### src/rtl/sem_pkg.sv
`default_nettype none

package sem_pkg;

  localparam int PIXEL_BITS_DEF = 8;

  // Result width and cap are fixed by the output format.
  localparam int EDGE_BITS = 8;
  localparam logic [EDGE_BITS-1:0] EDGE_CAP = 8'd255;

  // Root unit input width: any sum of squares at or above 2**ROOT_IN_BITS caps.
  localparam int ROOT_IN_BITS = 16;
  localparam int ROOT_STEPS   = ROOT_IN_BITS / 2;

  // Row and channel positions in a column.
  localparam int ROW_TOP = 0;
  localparam int ROW_MID = 1;
  localparam int ROW_BOT = 2;
  localparam int CH_BLUE  = 0;
  localparam int CH_GREEN = 1;
  localparam int CH_RED   = 2;

  // Window issue control from the column store to the lane pipeline.
  typedef struct packed {
    logic valid;
    logic done;
  } issue_t;

endpackage

`default_nettype wire

### src/rtl/sem_lane.sv
`default_nettype none

// One color channel: gradients, squares, sum/clip, then rounded root in two halves.
module sem_lane import sem_pkg::*; #(
  parameter int PIXEL_BITS = PIXEL_BITS_DEF
) (
  input  logic                       clk,
  input  logic                       en,
  input  logic [2:0][PIXEL_BITS-1:0] left_px,
  input  logic [2:0][PIXEL_BITS-1:0] centre_px,
  input  logic [2:0][PIXEL_BITS-1:0] right_px,
  output logic [EDGE_BITS-1:0]       edge_mag
);

  localparam int MAG_W  = PIXEL_BITS + 2;
  localparam int GRAD_W = MAG_W + 1;
  localparam int SQ_W   = 2 * MAG_W;
  localparam int TOT_W  = (SQ_W + 1 > ROOT_IN_BITS + 1) ? SQ_W + 1 : ROOT_IN_BITS + 1;
  localparam int RW     = ROOT_IN_BITS + 1;
  localparam int HALF_STEPS = ROOT_STEPS / 2;

  function automatic logic [MAG_W-1:0] tap_sum(input logic [PIXEL_BITS-1:0] a,
                                                input logic [PIXEL_BITS-1:0] b,
                                                input logic [PIXEL_BITS-1:0] c);
    tap_sum = MAG_W'(a) + (MAG_W'(b) << 1) + MAG_W'(c);
  endfunction

  logic [GRAD_W-1:0] gx, gy;
  logic [MAG_W-1:0]  ax, ay;
  logic [MAG_W-1:0]  ax_r, ay_r;
  logic [SQ_W-1:0]   sq_x_r, sq_y_r;
  logic [TOT_W-1:0]  tot;
  logic              over_r;
  logic [ROOT_IN_BITS-1:0] root_in_r;
  logic [RW-1:0]     rem_a, res_a, bit_a;
  logic [RW-1:0]     rem_r, res_r;
  logic              over_root_r;
  logic [RW-1:0]     rem, res, bit_v;
  logic              round_up;

  always_comb begin
    gx = {1'b0, tap_sum(right_px[ROW_TOP], right_px[ROW_MID], right_px[ROW_BOT])}
       - {1'b0, tap_sum(left_px[ROW_TOP], left_px[ROW_MID], left_px[ROW_BOT])};
    gy = {1'b0, tap_sum(left_px[ROW_BOT], centre_px[ROW_BOT], right_px[ROW_BOT])}
       - {1'b0, tap_sum(left_px[ROW_TOP], centre_px[ROW_TOP], right_px[ROW_TOP])};
    ax = gx[GRAD_W-1] ? MAG_W'(-gx) : gx[MAG_W-1:0];
    ay = gy[GRAD_W-1] ? MAG_W'(-gy) : gy[MAG_W-1:0];
  end

  assign tot = TOT_W'(sq_x_r) + TOT_W'(sq_y_r);

  // Digit-by-digit root, two bits of input per step: upper half of the steps.
  always_comb begin
    rem_a = RW'(root_in_r);
    res_a = '0;
    bit_a = RW'(1) << (ROOT_IN_BITS - 2);
    for (int i = 0; i < HALF_STEPS; i++) begin
      if (rem_a >= res_a + bit_a) begin
        rem_a = rem_a - (res_a + bit_a);
        res_a = (res_a >> 1) + bit_a;
      end else begin
        res_a = res_a >> 1;
      end
      bit_a = bit_a >> 2;
    end
  end

  always_ff @(posedge clk) begin
    if (en) begin
      ax_r        <= ax;
      ay_r        <= ay;
      sq_x_r      <= SQ_W'(ax_r) * SQ_W'(ax_r);
      sq_y_r      <= SQ_W'(ay_r) * SQ_W'(ay_r);
      over_r      <= |tot[TOT_W-1:ROOT_IN_BITS];
      root_in_r   <= tot[ROOT_IN_BITS-1:0];
      rem_r       <= rem_a;
      res_r       <= res_a;
      over_root_r <= over_r;
    end
  end

  // Lower half of the steps; rem ends as s - res^2.
  always_comb begin
    rem   = rem_r;
    res   = res_r;
    bit_v = RW'(1) << (ROOT_IN_BITS - 2 - 2 * HALF_STEPS);
    for (int i = HALF_STEPS; i < ROOT_STEPS; i++) begin
      if (rem >= res + bit_v) begin
        rem = rem - (res + bit_v);
        res = (res >> 1) + bit_v;
      end else begin
        res = res >> 1;
      end
      bit_v = bit_v >> 2;
    end
    round_up = rem > res;
    if (over_root_r) begin
      edge_mag = EDGE_CAP;
    end else if (round_up && res[EDGE_BITS-1:0] != EDGE_CAP) begin
      edge_mag = res[EDGE_BITS-1:0] + EDGE_BITS'(1);
    end else begin
      edge_mag = res[EDGE_BITS-1:0];
    end
  end

endmodule

`default_nettype wire

### config.mk
export PLATFORM = sky130hd
export DESIGN_NAME = sem_lane
export DESIGN_NICKNAME = d
export VERILOG_FILES = /design/src/rtl/sem_pkg.sv /design/src/rtl/sem_lane.sv
export SDC_FILE = /design/constraint.sdc
export NUM_CORES = 1
export LEC_CHECK = 0
export ABC_CLOCK_PERIOD_IN_PS = 12900
export BUFFER_PORTS_ARGS = -buffer_cell sky130_fd_sc_hd__buf_2
export CAP_MARGIN = 20
export CORE_ASPECT_RATIO = 0.7
export CORE_UTILIZATION = 40
export DETAILED_ROUTE_END_ITERATION = 6
export MAX_ROUTING_LAYER = met4
export PLACE_DENSITY = 0.59
export SLEW_MARGIN = 40
export SYNTH_ARGS = -nofsm -noshare
export SYNTH_HDL_FRONTEND = slang
export SYNTH_SLANG_ARGS = --single-unit
export TNS_END_PERCENT = 10
### constraint.sdc
create_clock -name clk -period 12.9 [get_ports clk]
set_input_delay 0.645 -clock clk [delete_from_list [all_inputs] [get_ports clk]]
set_output_delay 0.645 -clock clk [all_outputs]
set_load 0.02 [all_outputs]
### Word-level counts from Yosys, hierarchy flattened

Cells that the tools add are included.

| storage, ports and cells | value |
|---|---|
| logic and storage cells | 80 |
| output and inout bits | 8 |
| input port bits | 74 |
| register bits after elaboration | 112 |

| cells by class | value |
|---|---|
| reductions and logical operators | 2 |
| multiplexer cells | 20 |
| $mul | 2 |
| magnitude comparators | 9 |
| $add $sub $neg | 36 |
| eq/ne operators | 1 |

Operators by type and width:

| kind | count |
|---|---|
| 17-bit 2-to-1 mux | 14 |
| 17-bit >= comparator | 7 |
| 17-bit subtractor | 7 |
| 10-bit by 8-bit adder with 10-bit output | 4 |
| 8-bit by 9-bit adder with 10-bit output | 4 |
| 10-bit by 10-bit multiplier with 20-bit output | 2 |
| 10-bit by 10-bit subtractor with 11-bit output | 2 |
| 20-bit by 20-bit adder with 21-bit output | 1 |
| 10-bit 2-to-1 mux | 2 |
| 10-bit negator | 2 |
| 16-bit by 1-bit adder with 17-bit output (second input constant) | 1 |
| 16-bit by 11-bit adder with 17-bit output (second input constant) | 1 |
| 16-bit by 13-bit adder with 17-bit output (second input constant) | 1 |
| 16-bit by 3-bit adder with 17-bit output (second input constant) | 1 |
| 16-bit by 5-bit adder with 17-bit output (second input constant) | 1 |
| 16-bit by 7-bit adder with 17-bit output (second input constant) | 1 |
| 16-bit by 9-bit adder with 17-bit output (second input constant) | 1 |
| 17-bit by 1-bit adder with 17-bit output (second input constant) | 1 |
| 17-bit by 11-bit adder with 17-bit output (second input constant) | 1 |
| 17-bit by 13-bit adder with 17-bit output (second input constant) | 1 |
| 17-bit by 3-bit adder with 17-bit output (second input constant) | 1 |
| 17-bit by 5-bit adder with 17-bit output (second input constant) | 1 |
| 17-bit by 7-bit adder with 17-bit output (second input constant) | 1 |
| 17-bit by 9-bit adder with 17-bit output (second input constant) | 1 |
| other kinds (10) | 11 |

### Longest topological paths before layout

Gate-level depths: netlist of the first run.

| logic depth | value |
|---|---|
| word-level depth | 16 |
| depth in mapped cells | 62 |
| depth with buffers taken out | 55 |

### Worst setup path after synthesis of the first run

OpenSTA, ideal clock, no wires.

| timing path | value |
|---|---|
| path kind | flip-flop to output port |
| start point | register res_r[8] |
| end point | output port edge_mag[6] |
| required time | 12255 ps |
| cell stages (with the launch flop) | 56 |
| data arrival time | 10420 ps |
| setup slack | 1835 ps |
| buffers on the path | 5 |
| cell sequence | edfxtp_1 inv_1 ha_1 o211ai_1 o21a_1 o211ai_2 clkbuf_1 a21oi_1 ha_1 nand4_1 or4_1 nor4_2 a21oi_1 and3_4 nand3_1 buf_1 nor2_1 a21oi_1 [20 not listed] nand4_1 buf_4 clkbuf_1 a21oi_1 ha_1 nand4_1 nor2_1 nor2_1 a21boi_0 o21ai_0 nand2b_1 a21oi_1 a211o_1 nor3b_1 a311oi_2 and2_1 or4b_1 mux2i_1 |

| on the way | value |
|---|---|
| cells in the longest elaborated chain, start to end | 16 |
| elaborated cells on any way between the ends | 30 |
| classes of those cells | 13 x add/sub; 5 x order compare; 1 x eq/ne; 10 x mux; 1 x reduce/logical |

RTL lines:

| what | RTL line | source |
|---|---|---|
| from (decl) | sem_lane.sv:36 | `logic [RW-1:0] rem_r, res_r;` |
| from (signal assigned) | sem_lane.sv:77 | `res_r <= res_a;` |
| 17-bit by 7-bit adder with 17-bit output | sem_lane.sv:88, sem_lane.sv:89 |  |
| 17-bit >= comparator | sem_lane.sv:88 | `if (rem >= res + bit_v) begin` |
| 17-bit 2-to-1 mux | sem_lane.sv:88 |  |
| 17-bit by 5-bit adder with 17-bit output | sem_lane.sv:88, sem_lane.sv:89 |  |
| 17-bit >= comparator | sem_lane.sv:88 |  |
| 17-bit 2-to-1 mux | sem_lane.sv:88 |  |
| 17-bit by 3-bit adder with 17-bit output | sem_lane.sv:88, sem_lane.sv:89 |  |
| 17-bit >= comparator | sem_lane.sv:88 |  |
| 17-bit 2-to-1 mux | sem_lane.sv:88 |  |
| 17-bit by 1-bit adder with 17-bit output | sem_lane.sv:88, sem_lane.sv:89 |  |
| 17-bit subtractor / 17-bit >= comparator (equally long branches) | sem_lane.sv:89, sem_lane.sv:88 |  |
| 17-bit 2-to-1 mux | sem_lane.sv:88 |  |
| 17-bit > comparator / 8-bit != test (equally long branches) | sem_lane.sv:96, sem_lane.sv:99 |  |
| 1-bit logical AND | sem_lane.sv:99 | `end else if (round_up && res[EDGE_BITS-1:0] != EDGE_CAP) begin` |
| 8-bit 2-to-1 mux * | sem_lane.sv:99 |  |
| 8-bit 2-to-1 mux * | sem_lane.sv:97 | `if (over_root_r) begin` |
| to (decl) | sem_lane.sv:12 | `output logic [EDGE_BITS-1:0] edge_mag` |

Every way passes the cells marked *; elsewhere a longest branch is shown, timed or not.

### Worst setup path after layout of the first run

| timing path | value |
|---|---|
| start point | register res_r[11] |
| end point | output port edge_mag[5] |

Same word-level chain as after synthesis.

==> flow_summary.json, run 1 <==
{
  "min_period_over_period": 0.922,
  "syn_nets": 2011,
  "ctsHoldBuffers": 0,
  "io_pins": 82,
  "start_util": 0.406,
  "cts_root_buf": "clkbuf_16",
  "synth_ff_type": "edfxtp_1",
  "final_common_cell": "inv_1",
  "slew_headroom": 0.462,
  "cts.sinks": 97,
  "fp.dieH_um": 164,
  "cap_viol_max_count": 0,
  "vias_per_cell": 5.18,
  "ys_seq_area_frac": 0.193,
  "cts_tree": "built",
  "crit_required_ns": 12.26,
  "n_fill_cell": 3596,
  "setup_violations": 0,
  "portBuffers": 73,
  "cp_common_cell": "nor2_1",
  "rsz0062_at_grt": "no",
  "period_needed_ns": 11.90,
  "antenna_found_initial": 3,
  "path_max_fanout": 14,
  "finalClockSkew_ns": 0.0159,
  "antenna_left": 0,
  "die_w_um": 234,
  "grt_pass1_vias": 11200,
  "yosysTopAreaCellShare": 0.203,
  "layout_common_cells": "inv_1, ha_1, fa_1",
  "die_area_um2": 38500,
  "drive_above_1_share": 0.105,
  "setup_slack_ns": 1.00,
  "drc": 0,
  "slowest_delay_ns": 0.45,
  "regArea_um2": 2910,
  "cpMaxStageDelayCell": "ha_2",
  "cts_max_level": 3,
  "netlist_area_um2": 15100,
  "yosys_register_bits": 97,
  "rows": 59,
  "core_um2": 37100,
  "final-hold-violation-count": 0,
  "overflow": 0,
  "crit_arrival_ns": 11.25,
  "slew_viol_final": 0,
  "synth_edf_count": 97,
  "crit_path_end_kind": "primary output",
  "yosysTopAreaCell": "fa_1",
  "worstHoldPathType": "flip-flop to flip-flop",
  "setup_tns_ns": 0,
  "crit_buf_inv": 7,
  "path_class": "flip-flop to primary output",
  "dp_slack_ns": 0.920,
  "avgSynthCellArea_um2": 9.51,
  "clk_latency_ns": 0.36,
  "multiInputGateArea_um2": 11200,
  "worstMarginPinSlew_ns": 0.798,
  "first_pass_iters": 5,
  "synthToLayoutAreaGrowth_pct": 9.89,
  "outcome": "completed",
  "start_kind": "flip-flop",
  "cts_buffers": 9,
  "syn_inst": 1585,
  "synthArstFlopShare": 0,
  "crit_family": "compound AO/OA/AOI/OAI gates",
  "yosysWarnings": 0,
  "dr.first_iter.drc_count": 644,
  "place_hpwl_um": 28700,
  "synth.area.top_cells": "fa_1, edfxtp_1, ha_1",
  "worst_hold_slack_ns": 0.417,
  "vias": 11200,
  "fmax_ghz": 0.0841,
  "fin_nets": 2102,
  "grt_pass1_wl_um": 55900,
  "wl_per_cell_um": 15.5,
  "place_congestion": 0.914,
  "drt_wl_total_um": 33800,
  "cts.reportedPaths.clkPinSlew_ns": 0.08,
  "grt.total_usage": 0.188,
  "clk_path_buf_depth": 2,
  "grt_start_max_net_pins": 69,
  "synth_cell_types": 85
}
==> cell usage after synthesis (25+ instances only) <==
cell and count:
nor2_1 104, nor3_1 37, and2_1 72, edfxtp_1 97, nor2b_1 25, o21a_1 26
nand2_1 65, a21oi_1 100, o21ai_0 39, fa_1 153, xor2_1 30, ha_1 199
o21bai_1 31, inv_1 226, xnor2_1 93
==> final timing paths <==
path	start	endpoint	slack, ns	depth (start not counted)
worst max-delay path	res_r[11]	edge_mag[5]	1.00	54
worst min-delay path	over_r	over_root_r	0.42	0
worst max register to register	root_in_r[4]	rem_r[16]	5.94	22
worst min register to register	over_r	over_root_r	0.42	0
==> metrics by stage <==
step | cells | utilization | area (µm²)
after floorplan | 1585 | - | 15100
after global placement | 2152 | 0.437 | 16200
after detailed placement | 2152 | 0.437 | 16200
after CTS | 2168 | 0.445 | 16500
after global routing | 2172 | 0.446 | 16600
final | 2172 | 0.446 | 16600
==> cells by family (layout without fill, tap and decap cells) <==
logic type,count (synthesis),in the layout,share of synthesized area
buf+inv,266,362,0.0674
other cells,0,3,0
xor+xnor,124,124,0.0726
mux,16,16,0.0113
compound gates,315,315,0.142
fa+ha+maj,352,352,0.369
simple gates,415,415,0.144
flops,97,97,0.193
==> flip-flops by register name, summed over array words and instances (netlist names) <==
name,flops
sq_y_r,19
rem_r,17
sq_x_r,19
res_r,4
root_in_r,16
ax_r,10
over_r,1
ay_r,10
over_root_r,1
==> cell type report <==
| type | count | area share |
|---|---|---|
| multi-input combinational | 1222 | 0.674 |
| sequential | 97 | 0.176 |
| clock inverter | 6 | 0.00514 |
| inverter | 230 | 0.0521 |
| clock buffer | 10 | 0.0138 |
| timing repair buffer | 116 | 0.0419 |
| tap | 488 | 0.0369 |
| antenna | 3 | 0.000453 |
==> routing by layer <==
| layer | GRT usage | wire length, µm | vias up |
|---|---|---|---|
| met5 | - | 0 | - |
| met4 | 0.0289 | 340 | 0 |
| met3 | 0.0323 | 1530 | 34 |
| met2 | 0.276 | 14000 | 199 |
| met1 | 0.275 | 17900 | 5378 |
| li1 | - | - | 5637 |
==> timing repair <==
action,CTS,global route
gates resized for setup,0,4
endpoints found under the setup margin,0,8
setup buffers,0,1
hold endpoints to repair,0,0
Power of run 1 is not shown: default switching activity piles up to over one toggle a cycle in this logic, so the estimate is an artifact.
==> inputs of run 2 (changes only) <==
--- a/config.mk
+++ b/config.mk
@@ -11,10 +11,11 @@
 export CORE_ASPECT_RATIO = 0.7
 export CORE_UTILIZATION = 40
 export DETAILED_ROUTE_END_ITERATION = 6
+export HOLD_SLACK_MARGIN = 0.06
 export MAX_ROUTING_LAYER = met4
-export PLACE_DENSITY = 0.59
+export PLACE_DENSITY = 0.57
 export SLEW_MARGIN = 40
 export SYNTH_ARGS = -nofsm -noshare
 export SYNTH_HDL_FRONTEND = slang
 export SYNTH_SLANG_ARGS = --single-unit
-export TNS_END_PERCENT = 10
+export TNS_END_PERCENT = 50
==> run 2 against run 1 <==
Die area unchanged. Utilization about the same. First-iteration DRC count up 27%. Cell count down 0.23%. Via count down 1.0%. Sequential share of layout area about the same. Critical path type unchanged.
==> flow_summary.json, run 2 (same netlist as run 1, synthesis figures left out) <==
{
  "place_hpwl_um": 28700,
  "cts.reportedPaths.clkPinSlew_ns": 0.07,
  "io_pins": 82,
  "cpMaxStageDelayCell": "or4_4",
  "reg2reg_depth": 23,
  "cap_viol_max_count": 0,
  "slowest_delay_ns": 0.55,
  "die_area_um2": 38500,
  "place_congestion": 0.926,
  "crit_arrival_ns": 11.26,
  "ctsHoldBuffers": 0,
  "slew_headroom": 0.452,
  "grt.total_usage": 0.191,
  "worst_hold_slack_ns": 0.443,
  "fp.dieH_um": 164,
  "core_um2": 37100,
  "outcome": "completed",
  "drc": 0,
  "cts_max_level": 3,
  "final_design_area_no_fill_um2": 16600,
  "rsz0062_at_grt": "no",
  "die_w_um": 234,
  "drt_wl_total_um": 34000,
  "antenna_left": 0,
  "worstMarginPinSlew_ns": 0.814,
  "wl_per_cell_um": 15.7,
  "cts.sinks": 97,
  "start_kind": "flip-flop",
  "fmax_ghz": 0.0840,
  "synthToLayoutAreaGrowth_pct": 9.88,
  "start_util": 0.406,
  "clk_path_buf_depth": 2,
  "rows": 59,
  "n_fill_cell": 3567,
  "whs_path_depth": 0,
  "clk_latency_ns": 0.35,
  "final-hold-violation-count": 0,
  "worstHoldPathType": "flip-flop to flip-flop",
  "path_max_fanout": 8,
  "crit_required_ns": 12.26,
  "finalClockSkew_ns": 0.0143,
  "placed_cell_area_um2": 16200,
  "cts_root_buf": "clkbuf_16",
  "dr.first_iter.drc_count": 819,
  "portBuffers": 73,
  "setup_violations": 0,
  "crit_path_end_kind": "primary output",
  "grt_pass1_wl_um": 56700,
  "drive_above_1_share": 0.106,
  "vias_per_cell": 5.14,
  "layout_common_cells": "inv_1, ha_1, fa_1",
  "cts_tree": "built",
  "grt_pass1_vias": 11100,
  "reg_top3": "sq_x_r (19), sq_y_r (19), rem_r (17)",
  "vias": 11100,
  "min_period_over_period": 0.923,
  "period_needed_ns": 11.90,
  "slew_viol_final": 0,
  "fin_nets": 2099,
  "overflow": 0,
  "final_common_cell": "inv_1",
  "first_pass_iters": 5,
  "grt_start_max_net_pins": 75,
  "path_class": "flip-flop to primary output",
  "antenna_found_initial": 1,
  "cts_buffers": 9,
  "setup_tns_ns": 0
}
==> run 2: cell types whose count changed in the layout (fill, tap and decap cells not counted), sizes merged <==
cell / before / now
bufinv: 1 / 0
inv: 233 / 232
diode: 3 / 1
clkbuf: 10 / 9
buf: 116 / 113
clkinv: 1 / 4
==> run 2: path summary, 6_finish.rpt <==
kind                     start           to  slack [ns]
setup reg to reg  root_in_r[4]    rem_r[15]        5.88
hold / removal          over_r  over_root_r        0.44
hold reg to reg         over_r  over_root_r        0.44
setup / recovery     res_r[11]  edge_mag[6]         1.0
==> run 2: metrics by stage <==
step	utilization	instances	setup slack, ns
2_1_floorplan	-	1585	1.83
3_3_place_gp	0.436	2147	1.05
3_5_place_dp	0.436	2147	0.979
4_1_cts	0.443	2163	0.536
5_1_grt	0.446	2167	0.000886
6_report	0.446	2167	0.998
==> run 2: routing by layer <==
metal | global-route usage | part of all wire | up-vias
met1 | 0.284 | 0.53 | 5289
met5 | - | 0 | -
li1 | - | - | 5628
met3 | 0.0316 | 0.050 | 18
met4 | 0.0245 | 0.0066 | 0
met2 | 0.276 | 0.41 | 201
==> run 2: cell type report <==
type,count,area (µm²),area share
sequential,97,2910,0.176
tap,488,611,0.0369
multi-input combinational,1222,11200,0.677
clock inverter,7,61.3,0.00370
antenna,1,2.50,0.000151
timing repair buffer,113,672,0.0406
inverter,230,867,0.0524
clock buffer,9,225,0.0136
==> run 2: repair_timing <==
| action | in CTS | in global routing |
|---|---|---|
| gates resized for setup | 0 | 13 |
| buffers inserted | 0 | 3 |
| endpoints found under the setup margin | 0 | 8 |
| endpoints found under the hold margin | 0 | 0 |
==> run 2: critical path: cells and delay by family, from the launching register on <==
family | cells | cell delay (ns)
muxes | 1 | 0.15
DFF | 1 | 0.44
and+or+nand+nor | 26 | 4.81
adders and majority gates | 5 | 1.86
AOI/OAI and AO/OA | 15 | 2.46
buffers and inverters | 8 | 1.21
Power of run 2 is left out for the same reason.
