File: src/rtl/sem_pkg.sv
`default_nettype none

package sem_pkg;

  localparam int PIXEL_BITS_DEF = 8;

  // Result width and cap are fixed by the output format.
  localparam int EDGE_BITS = 8;
  localparam logic [EDGE_BITS-1:0] EDGE_CAP = 8'd255;

  // Root unit input width: any sum of squares at or above 2**ROOT_IN_BITS caps.
  localparam int ROOT_IN_BITS = 16;
  localparam int ROOT_STEPS   = ROOT_IN_BITS / 2;

  // Row and channel positions in a column.
  localparam int ROW_TOP = 0;
  localparam int ROW_MID = 1;
  localparam int ROW_BOT = 2;
  localparam int CH_BLUE  = 0;
  localparam int CH_GREEN = 1;
  localparam int CH_RED   = 2;

  // Window issue control from the column store to the lane pipeline.
  typedef struct packed {
    logic valid;
    logic done;
  } issue_t;

endpackage

`default_nettype wire

File: src/rtl/sem_window.sv
`default_nettype none

// Column store: left/centre columns, issue of one window per result.
module sem_window import sem_pkg::*; #(
  parameter int PIXEL_BITS = PIXEL_BITS_DEF
) (
  input  logic                            clk,
  input  logic                            rst_n,
  input  logic                            en,
  input  logic                            in_valid,
  input  logic [2:0][2:0][PIXEL_BITS-1:0] in_col,
  input  logic                            in_row_end,
  output logic                            in_ready,
  output issue_t                          issue,
  output logic [2:0][2:0][PIXEL_BITS-1:0] left_col,
  output logic [2:0][2:0][PIXEL_BITS-1:0] centre_col,
  output logic [2:0][2:0][PIXEL_BITS-1:0] right_col
);

  logic [2:0][2:0][PIXEL_BITS-1:0] left_r, centre_r;
  logic held_r, flush_r;
  logic acc;

  assign in_ready    = en && !flush_r;
  assign acc         = in_valid && in_ready;
  assign issue.valid = (acc && held_r) || (en && flush_r);
  assign issue.done  = flush_r;
  assign left_col    = left_r;
  assign centre_col  = centre_r;
  assign right_col   = flush_r ? '0 : in_col;

  always_ff @(posedge clk) begin
    if (!rst_n) begin
      left_r   <= '0;
      centre_r <= '0;
      held_r   <= 1'b0;
      flush_r  <= 1'b0;
    end else if (en && flush_r) begin
      // row finished: back to an empty window
      left_r   <= '0;
      centre_r <= '0;
      held_r   <= 1'b0;
      flush_r  <= 1'b0;
    end else if (acc) begin
      left_r   <= held_r ? centre_r : '0;
      centre_r <= in_col;
      held_r   <= 1'b1;
      flush_r  <= in_row_end;
    end
  end

endmodule

`default_nettype wire

File: config.mk
export PLATFORM = sky130hd
export DESIGN_NAME = sem_window
export DESIGN_NICKNAME = d
export VERILOG_FILES = /design/src/rtl/sem_pkg.sv /design/src/rtl/sem_window.sv
export SDC_FILE = /design/constraint.sdc
export NUM_CORES = 1
export LEC_CHECK = 0
export ABC_CLOCK_PERIOD_IN_PS = 1800
export BUFFER_PORTS_ARGS = -buffer_cell sky130_fd_sc_hd__buf_2
export CAP_MARGIN = 40
export CORE_MARGIN = 10
export CORE_UTILIZATION = 45
export CTS_CLUSTER_DIAMETER = 60
export DETAILED_ROUTE_END_ITERATION = 10
export MAX_ROUTING_LAYER = met4
export PLACE_DENSITY = 0.84
export SYNTH_ARGS = -nofsm -noshare
export SYNTH_HDL_FRONTEND = slang
export SYNTH_SLANG_ARGS = --single-unit
export TNS_END_PERCENT = 20
File: constraint.sdc
create_clock -name clk -period 1.8 [get_ports clk]
set_clock_uncertainty 0.15 [all_clocks]
set_input_delay 0.54 -clock clk [delete_from_list [all_inputs] [get_ports clk]]
set_output_delay 0.54 -clock clk [all_outputs]
set_load 0.03 [all_outputs]
* Yosys cells after proc, flatten, opt, wreduce, memory -nomap -nowiden *
Index checks and enable logic that the tools add are counted.
W data, S select, Z words.

storage, ports and cells
  input bits = 77
  output and inout bits = 219
  register bits after elaboration = 146

operators by class
  muxes and demuxes = 2
  reduce and logical (&&, ||, !) cells = 7
  bitwise logic cells = 1

operators with widths
  kind                 number
  $mux W72             2
  $logic_and A1 B1 Y1  4
  $reduce_or A2 Y1     1
  $logic_not A1 Y1     1
  $logic_or A1 B1 Y1   1
  $not A1 Y1           1

* Longest topological paths before layout *
Gate-level depths: netlist of run 1.

  depth after elaboration = 5
  mapped depth = 6
  depth with buffers taken out = 3

* Worst setup path before layout of run 1 *
OpenSTA, ideal clock, no wires.

  path type = flip-flop to output port
  start = reg flush_r
  end = out right_col[12] (netlist name)
  arrival time = 1.150 ns
  path slack = -0.040 ns
  stages on the path, launching flop included = 4
  data required time = 1.110 ns
  cells stage by stage = dfxtp_1 -> buf_2 -> clkbuf_1 -> nor2b_1

RTL lines
  item                      line              source
  start: declaration        sem_window.sv:21  logic held_r, flush_r;
  start signal: assignment  sem_window.sv:48  flush_r <= in_row_end;
  end: declaration          sem_window.sv:17  output logic [2:0][2:0][PIXEL_BITS-1:0] right_col

==> results.toml, run 1 <==
[die]
initial_core_util_pct = 45.7
core_area_um2 = 12600
die-area_um2 = 17700
ios = 296
core.rowCount = 41
die_h_um = 133
dieWidth_um = 133

[power_and_ir_drop]
vdd_drop_max_v = 0.000609
leakage_nw = 3.81
powerDensity_nw_per_um2 = 997

[clock_network]
cts_buffers = 17
hold_buffers = 0
path_clk_slew_ns = 0.05
worstSkewPairLatency_ns = 0.42
cts_setup_buffers = 0
htree_num_levels = 4
cts_root_buffer = "clkbuf_16"
cts_max_path_buffers = 2
tritoncts = "done"
clock_sinks = 146

[worst_setup_path]
r2r_start = "flush_r$_SDFFE_PP0P_"
reg2reg_to = "left_col[65]$_SDFFE_PP0P_"
cp.required_ns = 1.11
r2r_setup_slack_ns = -0.04
crit_path_end_kind = "primary output"
cp_max_fo = 32
crit_path_start_kind = "flop"
rr_worst_depth = 5
critical_path_class = "reg2out"
arrival_ns = 1.41

[grt]
antenna_found_initial = 1
first_global_vias = 5905
grt_pass1_wl_um = 30700
grt_remaining_overflow = 0
grt_usage_pct = 21.9
grt_max_degree = 79

[run_status]
violations = "negative setup slack"
outcome = "complete, but fails checks"

[sta]
slew_viol_final = 0
setup_viol = 88
hold_viol = 0
fin_crit_sh_pct = 116
worstMarginPinSlew_ns = 0.405
slew_headroom_pct = 73.0
min_period_ns = 2.10
max_freq_ghz = 0.477
timing.final.ws_setup_ns = -0.296
rsz0062_at_grt = "true"

[placement]
dp_cells = 1154
gp_congestion = 0.789
post-dp-hpwl_um = 13400
io_buffers = 295

[hold_path]
min_to = "flush_r$_SDFFE_PP0P_"
holdPathStages = 3
hold_class = "in2reg"
min_from = "in_row_end"

[cells_and_area]
layout_commonest_cell = "buf_2"
nNetsFinal = 1081
drive_above_1_share_pct = 41.0
layout_common_cells = "223 x buf_2, 217 x nand2_1, 144 x dfxtp_1"
final_core_utilization_pct = 68.7
area_delta_synth_final_pct = 50.3
layoutNonFillerInstCount = 1190

[drt]
dr.pass1.iters = 5
wl_per_cell_um = 17.6
drtAntennaViolNets = 0
vias_per_cell = 5.18
routed_wl_um = 21000
drt-initial-drc-count = 403
vias = 6165
drc = 0

[run]
max_cap_violations = 0

[yosys]
syn_avg_cell_area_um2 = 7.91
syn_area_um2 = 5740
yosysSeqAreaShare_pct = 50.9
synth_fp_nets = 803
yosys.area.top_type = "dfxtp_1"
synth.top_cells.by_area = "dfxtp_1 51%, nand2_1 14%, a21oi_1 13%"
synthDistinctLibCells = 13
yosys.area.top_type_share_pct = 50.9
ys_ff_latch = 146
syn_inst = 726
yosys_warnings = 0
==> final cells by class <==
cell class / count / area, um2
antenna: 1 / 2.50
clock buffer: 23 / 478
clock inverter: 9 / 153
fill: 981 / 3940
multi-input combinational: 515 / 2640
sequential: 146 / 2930
tap: 172 / 215
timing repair buffer: 324 / 2210
==> critical path: stages, from the launching register on <==
cell and delay (ns):
dfxtp_4 0.40, buf_16 0.20, nor2b_1 0.19, buf_4 0.19
==> per-stage QoR <==
| step | cell area [um2] | TNS [ns] | power (mW) | hold WS, ns | worst slack, ns |
|---|---|---|---|---|---|
| 3_3_place_gp | 7390 | 0 | 4.73 | 0.284 | 0.00519 |
| 3_5_place_dp | 7390 | 0 | 4.74 | 0.291 | 0.0309 |
| 2_1_floorplan | 5740 | -2.02 | 4.29 | 0.426 | -0.0404 |
| 4_1_cts | 8300 | -16.16 | 8.56 | 0.187 | -0.282 |
| 5_1_grt | 8630 | -21.50 | 8.89 | 0.201 | -0.335 |
| 6_report | 8630 | -15.42 | 8.60 | 0.214 | -0.296 |
==> state kept, by name, summed over array words and instances, names as in the netlist <==
register / flops
left_col: 72
centre_col: 72
held_r: 1
flush_r: 1
==> layer usage <==
layer,GRT usage (%),routed length (um),vias up
met5,-,0,-
met4,9.66,487,0
met3,6.85,1580,42
met2,36.5,10900,306
met1,23.7,8010,2885
li1,-,-,2932
==> worst max path at each step <==
stage / end / slack [ns] / cells after the start / from
floorplan: right_col[12] / -0.04 / 3 / flush_r$_SDFFE_PP0P_
global placement: right_col[39] / 0.005 / 3 / in_col[39]
detailed placement: right_col[39] / 0.03 / 3 / in_col[39]
CTS: issue[1] / -0.28 / 4 / flush_r$_SDFFE_PP0P_
global route: right_col[64] / -0.34 / 3 / flush_r$_SDFFE_PP0P_
finish: right_col[64] / -0.30 / 3 / flush_r$_SDFFE_PP0P_
==> timing repair <==
item                       4_1_cts  5_1_grt
setup endpoints to repair       75      163
cloned                           3        0
pin swaps                        0       34
hold endpoints to repair         0        0
resized for setup               80       88
==> power breakdown <==
group	internal [mW]	switching, mW
Sequential	3.32	0.0708
Clock	2.43	1.30
Combinational	0.524	0.956
==> synth_stat cells <==
library cell / number
a21oi_1: 146
and3b_1: 1
buf_1: 6
buf_2: 18
buf_4: 10
buf_6: 15
clkbuf_1: 16
dfxtp_1: 146
nand2_1: 218
nand3_1: 72
nand3b_1: 1
nor2_1: 3
nor2b_1: 74
==> cells by family (layout without fill, tap and decap cells) <==
kind of cell,after synthesis,count (layout),share of synthesized area [%]
other,0,1,0
DFF,146,146,50.9
AOI/OAI and AO/OA,146,146,12.7
buffers and inverters,65,356,7.26
and+or+nand+nor,369,369,29.1
No activity file was read; power rests on OpenSTA's default activity.
==> run 2: changes to the inputs <==
--- a/config.mk
+++ b/config.mk
@@ -5,7 +5,7 @@
 export SDC_FILE = /design/constraint.sdc
 export NUM_CORES = 1
 export LEC_CHECK = 0
-export ABC_CLOCK_PERIOD_IN_PS = 1800
+export ABC_CLOCK_PERIOD_IN_PS = 2250
 export BUFFER_PORTS_ARGS = -buffer_cell sky130_fd_sc_hd__buf_2
 export CAP_MARGIN = 40
 export CORE_MARGIN = 10
==> constraint.sdc (replaced) <==
create_clock -name clk -period 2.25 [get_ports clk]
set_clock_uncertainty 0.15 [all_clocks]
set_input_delay 0.675 -clock clk [delete_from_list [all_inputs] [get_ports clk]]
set_output_delay 0.675 -clock clk [all_outputs]
set_load 0.03 [all_outputs]
==> run 2 against run 1 <==
Against the previous run: the run now ends clean; largest power group unchanged; wire length shrank 10%; sequential cell count is the same; sequential share of layout area grew 2.7 points; utilization shrank 5.2 points; via count shrank 4.7%; die area is the same; sequential power shrank 20%.
==> results.toml, run 2 (same netlist as run 1, synthesis figures left out) <==
[run_status]
outcome = "complete, no violations"

[sta]
fin_crit_sh_pct = 99.7
min_period_ns = 2.24
max_freq_ghz = 0.446
timing.final.ws_setup_ns = 0.00730
hold_viol = 0
setup_viol = 0
worstMarginPinSlew_ns = 0.350
rsz0062_at_grt = "true"
slew_headroom_pct = 76.7
slew_viol_final = 0

[cells_and_area]
drive_above_1_share_pct = 34.4
nNetsFinal = 1067
fillers = 1100
diodes = 0
layout_common_cells = "267 x buf_2, 217 x nand2_1, 146 x a21oi_1"
area_delta_synth_final_pct = 39.0
layout_commonest_cell = "buf_2"

[power_and_ir_drop]
p_comb_share_pct = 15.3
power.total_mw = 6.69
powerDensity_nw_per_um2 = 839
clockPowerShare_pct = 44.2
switching_power_mw = 1.79
vdd_drop_max_v = 0.000438
leakage_nw = 3.61
switching_share_pct = 26.8
internal_power_mw = 4.90
sequentialPowerShare_pct = 40.4

[drt]
wl_per_cell_um = 16.0
drt-initial-drc-count = 423
drc = 0
drtAntennaViolNets = 0
routed_wl_um = 18800
vias = 5875
dr.pass1.iters = 4
vias_per_cell = 5.00

[worst_setup_path]
crit_path_start_kind = "flop"
arrival_ns = 1.42
cp.required_ns = 1.42
critical_path_class = "reg2out"
crit_path_top_delay_cell = "dfxtp_2"
worstPathCellList = "bufbuf_16 > nor2b_1 > clkbuf_4"
crit_path_end_kind = "primary output"
r2r_start = "flush_r$_SDFFE_PP0P_"
reg2reg_to = "left_col[15]$_SDFFE_PP0P_"
cp_max_fo = 32
rr_worst_depth = 5
crit_buf_inv = 2
slowest_delay_ns = 0.34
r2r_setup_slack_ns = 0.32
path_delay_family = "buffers and inverters"

[clock_network]
htree_num_levels = 4
cts_max_path_buffers = 2
cts_buffers = 17
hold_buffers = 0
clock_sinks = 146
tritoncts = "done"
cts_root_buffer = "clkbuf_16"
worstSkewPairLatency_ns = 0.42
path_clk_slew_ns = 0.06

[placement]
io_buffers = 295
gp_congestion = 0.780
pre_cts_ws_ns = 0.262
post-dp-hpwl_um = 13200

[grt]
grt_pass1_wl_um = 29000
antenna_found_initial = 0
grt_usage_pct = 20.6
grt_max_degree = 75
grt_remaining_overflow = 0
first_global_vias = 5587

[hold_path]
holdPathStages = 2
hold_class = "reg2reg"
min_to = "left_col[41]$_SDFFE_PP0P_"
min_from = "left_col[41]$_SDFFE_PP0P_"

[die]
core.rowCount = 41
dieWidth_um = 133
die-area_um2 = 17700
core_area_um2 = 12600
ios = 296
initial_core_util_pct = 45.7
die_h_um = 133

[run]
max_cap_violations = 0
run 2: stage by stage:
step	setup TNS [ns]	util (%)	hold slack (ns)	area, um2	instances
after global routing	-0.213	63.5	0.314	7980	1174
after floorplan	0	-	0.426	5740	726
final	0	63.5	0.294	7980	1174
after CTS	0	62.9	0.297	7910	1174
after detailed placement	0	57.7	0.290	7250	1142
after global placement	0	57.7	0.284	7250	1142
run 2: worst reg2reg max path, stage by stage (launching register included):
cell and delay [ns]:
dfxtp_2 0.34, bufbuf_16 0.31, and3b_4 0.49, buf_12 0.26, nand3_1 0.14, a21oi_1 0.16
run 2: final cells by class:
cell class | count | area [um2] | share of cell area (%)
Sequential cell | 146 | 2930 | 36.7
Multi-Input combinational cell | 515 | 2410 | 30.3
Clock inverter | 10 | 156 | 1.96
Timing Repair Buffer | 310 | 1800 | 22.5
Tap cell | 172 | 215 | 2.70
Clock buffer | 21 | 470 | 5.90
run 2: how the worst max path moves through the flow:
stage | from | endpoint | slack (ns) | cells past startpoint
2_1_floorplan | in_valid | issue[1] | 0.25 | 2
3_3_place_gp | in_col[13] | right_col[13] | 0.26 | 3
3_5_place_dp | in_valid | issue[1] | 0.26 | 4
4_1_cts | flush_r$_SDFFE_PP0P_ | right_col[9] | 0.01 | 3
5_1_grt | flush_r$_SDFFE_PP0P_ | right_col[35] | -0.05 | 3
6_report | flush_r$_SDFFE_PP0P_ | right_col[35] | 0.007 | 3
run 2: per-layer routing:
| metal | track usage, % | vias to the layer above | routed length [um] |
|---|---|---|---|
| met5 | - | - | 0 |
| met4 | 8.37 | 0 | 386 |
| met3 | 6.06 | 30 | 1440 |
| met2 | 33.9 | 242 | 9620 |
| met1 | 22.9 | 2707 | 7330 |
| li1 | - | 2896 | - |
run 2: timing repair:
| action | CTS | global route |
|---|---|---|
| cloned | 1 | 0 |
| gates resized for setup | 0 | 55 |
| buffers inserted | 0 | 0 |
| setup endpoints to repair | 1 | 28 |
run 2: power groups by stage:
| stage | clock [mW] | combinational [mW] | sequential [mW] |
|---|---|---|---|
| finish | 2.96 | 1.03 | 2.71 |
| global route | 3.12 | 1.10 | 2.71 |
| CTS | 3.01 | 1.01 | 2.71 |
| detailed placement | 0 | 1.00 | 2.76 |
| global placement | 0 | 0.992 | 2.76 |
| floorplan | 0 | 0.550 | 2.89 |
==> run 3: changes to the inputs <==
--- a/config.mk
+++ b/config.mk
@@ -13,7 +13,7 @@
 export CTS_CLUSTER_DIAMETER = 60
 export DETAILED_ROUTE_END_ITERATION = 10
 export MAX_ROUTING_LAYER = met4
-export PLACE_DENSITY = 0.84
+export PLACE_DENSITY = 0.77
 export SYNTH_ARGS = -nofsm -noshare
 export SYNTH_HDL_FRONTEND = slang
 export SYNTH_SLANG_ARGS = --single-unit
==> run 3 against run 2 <==
Against the previous run: clock-buffer cell count decreased by 2; utilization fell by 0.45 points; non-clock buffer count up 1; cell area shrank 0.71%.
==> results.toml, run 3 (same netlist as run 1, synthesis figures left out) <==
[grt]
grt_max_degree = 80
first_global_vias = 5661
grt_remaining_overflow = 0
grt_pass1_wl_um = 28800
grt_usage_pct = 20.4
antenna_found_initial = 1

[die]
ios = 296
die-area_um2 = 17700
die_h_um = 133
initial_core_util_pct = 45.7
core_area_um2 = 12600
dieWidth_um = 133
core.rowCount = 41

[clock_network]
htree_num_levels = 4
cts_root_buffer = "clkbuf_16"
cts_buffers = 17
hold_buffers = 0
clock_sinks = 146
worstSkewPairLatency_ns = 0.42
path_clk_slew_ns = 0.06
cts_max_path_buffers = 2
tritoncts = "done"

[hold_path]
min_to = "left_col[54]$_SDFFE_PP0P_"
hold_class = "reg2reg"
holdPathStages = 2
min_from = "left_col[54]$_SDFFE_PP0P_"

[power_and_ir_drop]
switching_power_mw = 1.83
vdd_drop_max_v = 0.000518
switching_share_pct = 27.8
clockPowerShare_pct = 43.7
p_comb_share_pct = 15.2
sequentialPowerShare_pct = 41.1
leakage_nw = 3.58
powerDensity_nw_per_um2 = 831
internal_power_mw = 4.75

[sta]
timing.final.ws_setup_ns = 0.0746
setup_tns_ns = 0
whs_ns = 0.296
rsz0062_at_grt = "false"
max_freq_ghz = 0.460
fin_crit_sh_pct = 96.7
setup_viol = 0
worstMarginPinSlew_ns = 0.397
slew_headroom_pct = 73.5
min_period_ns = 2.18
slew_viol_final = 0
hold_viol = 0

[drt]
drt-initial-drc-count = 314
drtAntennaViolNets = 0
drc = 0
vias_per_cell = 4.91
dr.pass1.iters = 6
routed_wl_um = 18500
wl_per_cell_um = 15.7
vias = 5777

[worst_setup_path]
reg2reg_to = "centre_col[4]$_SDFFE_PP0P_"
worstPathCellList = "buf_12 > nor2b_1 > buf_2"
r2r_setup_slack_ns = 0.64
r2r_start = "flush_r$_SDFFE_PP0P_"
arrival_ns = 1.35
cp.required_ns = 1.42
cp_max_fo = 26
rr_worst_depth = 4
critical_path_class = "reg2out"
slowest_delay_ns = 0.40
crit_path_top_delay_cell = "dfxtp_4"
crit_path_start_kind = "flop"
crit_path_end_kind = "primary output"

[cells_and_area]
layout_common_cells = "295 x buf_2, 217 x nand2_1, 146 x a21oi_1"
stdcell_area_um2 = 7920
nNetsFinal = 1068
layoutNonFillerInstCount = 1177
layout_commonest_cell = "buf_2"
drive_above_1_share_pct = 34.6
area_delta_synth_final_pct = 38.0

[run]
max_cap_violations = 0

[placement]
post-dp-hpwl_um = 13000
io_buffers = 295
place_area_um2 = 7260
pre_cts_ws_ns = 0.272
dp_cells = 1141
gp_congestion = 0.810

[run_status]
outcome = "complete, no violations"
-- run 3: changes by cell type in the layout (fill, tap and decap cells not counted), sizes merged --
cell,before,now
clkbuf,23,20
bufinv,4,3
bufbuf,1,0
clkinvlp,1,2
buf,307,310
diode,0,1
clkinv,5,8
-- run 3: area by class of cell --
class                      count  area, um2
tap                          172        215
fill                        1147       4650
clock buffer                  19        453
multi-input combinational    515       2410
sequential                   146       2930
clock inverter                13        160
timing repair buffer         311       1750
antenna                        1       2.50
-- run 3: power groups by stage --
stage | clock network (mW) | logic (mW) | registers [mW]
after floorplan | 0 | 0.550 | 2.89
after global placement | 0 | 0.996 | 2.76
after detailed placement | 0 | 0.999 | 2.76
after CTS | 2.92 | 1.00 | 2.71
after global routing | 3.06 | 1.07 | 2.72
final | 2.88 | 1.00 | 2.71
-- run 3: worst max path at each step --
stage	depth (start not counted)	startpoint	to	slack [ns]
floorplan	2	in_valid	issue[1]	0.25
global placement	3	in_col[39]	right_col[39]	0.27
detailed placement	4	in_valid	issue[1]	0.27
CTS	3	flush_r$_SDFFE_PP0P_	right_col[2]	0.02
global route	3	flush_r$_SDFFE_PP0P_	right_col[34]	0.008
finish	3	flush_r$_SDFFE_PP0P_	right_col[50]	0.07
-- run 3: critical path: cells and delay by family (launching register included) --
| kind | cells | cell delay [ns] |
|---|---|---|
| DFF | 1 | 0.40 |
| buffers and inverters | 2 | 0.38 |
| and+or+nand+nor | 1 | 0.13 |
-- run 3: layer usage --
layer | vias to the layer above | GRT usage (%) | wire length, um
met1 | 2638 | 22.1 | 7240
met4 | 0 | 7.89 | 301
met5 | - | - | 0
met2 | 218 | 34.5 | 9630
li1 | 2896 | - | -
met3 | 25 | 6.09 | 1310
-- run 3: stage by stage --
stage	utilization [%]	power [mW]
after floorplan	-	3.44
after global placement	57.8	3.76
after detailed placement	57.8	3.76
after CTS	62.7	6.63
after global routing	63.0	6.84
final	63.0	6.59
-- run 3: repair_timing --
item	CTS	global route
buffers inserted	0	2
cloned	0	1
gates resized for setup	1	0
endpoints found under the setup margin	64	41
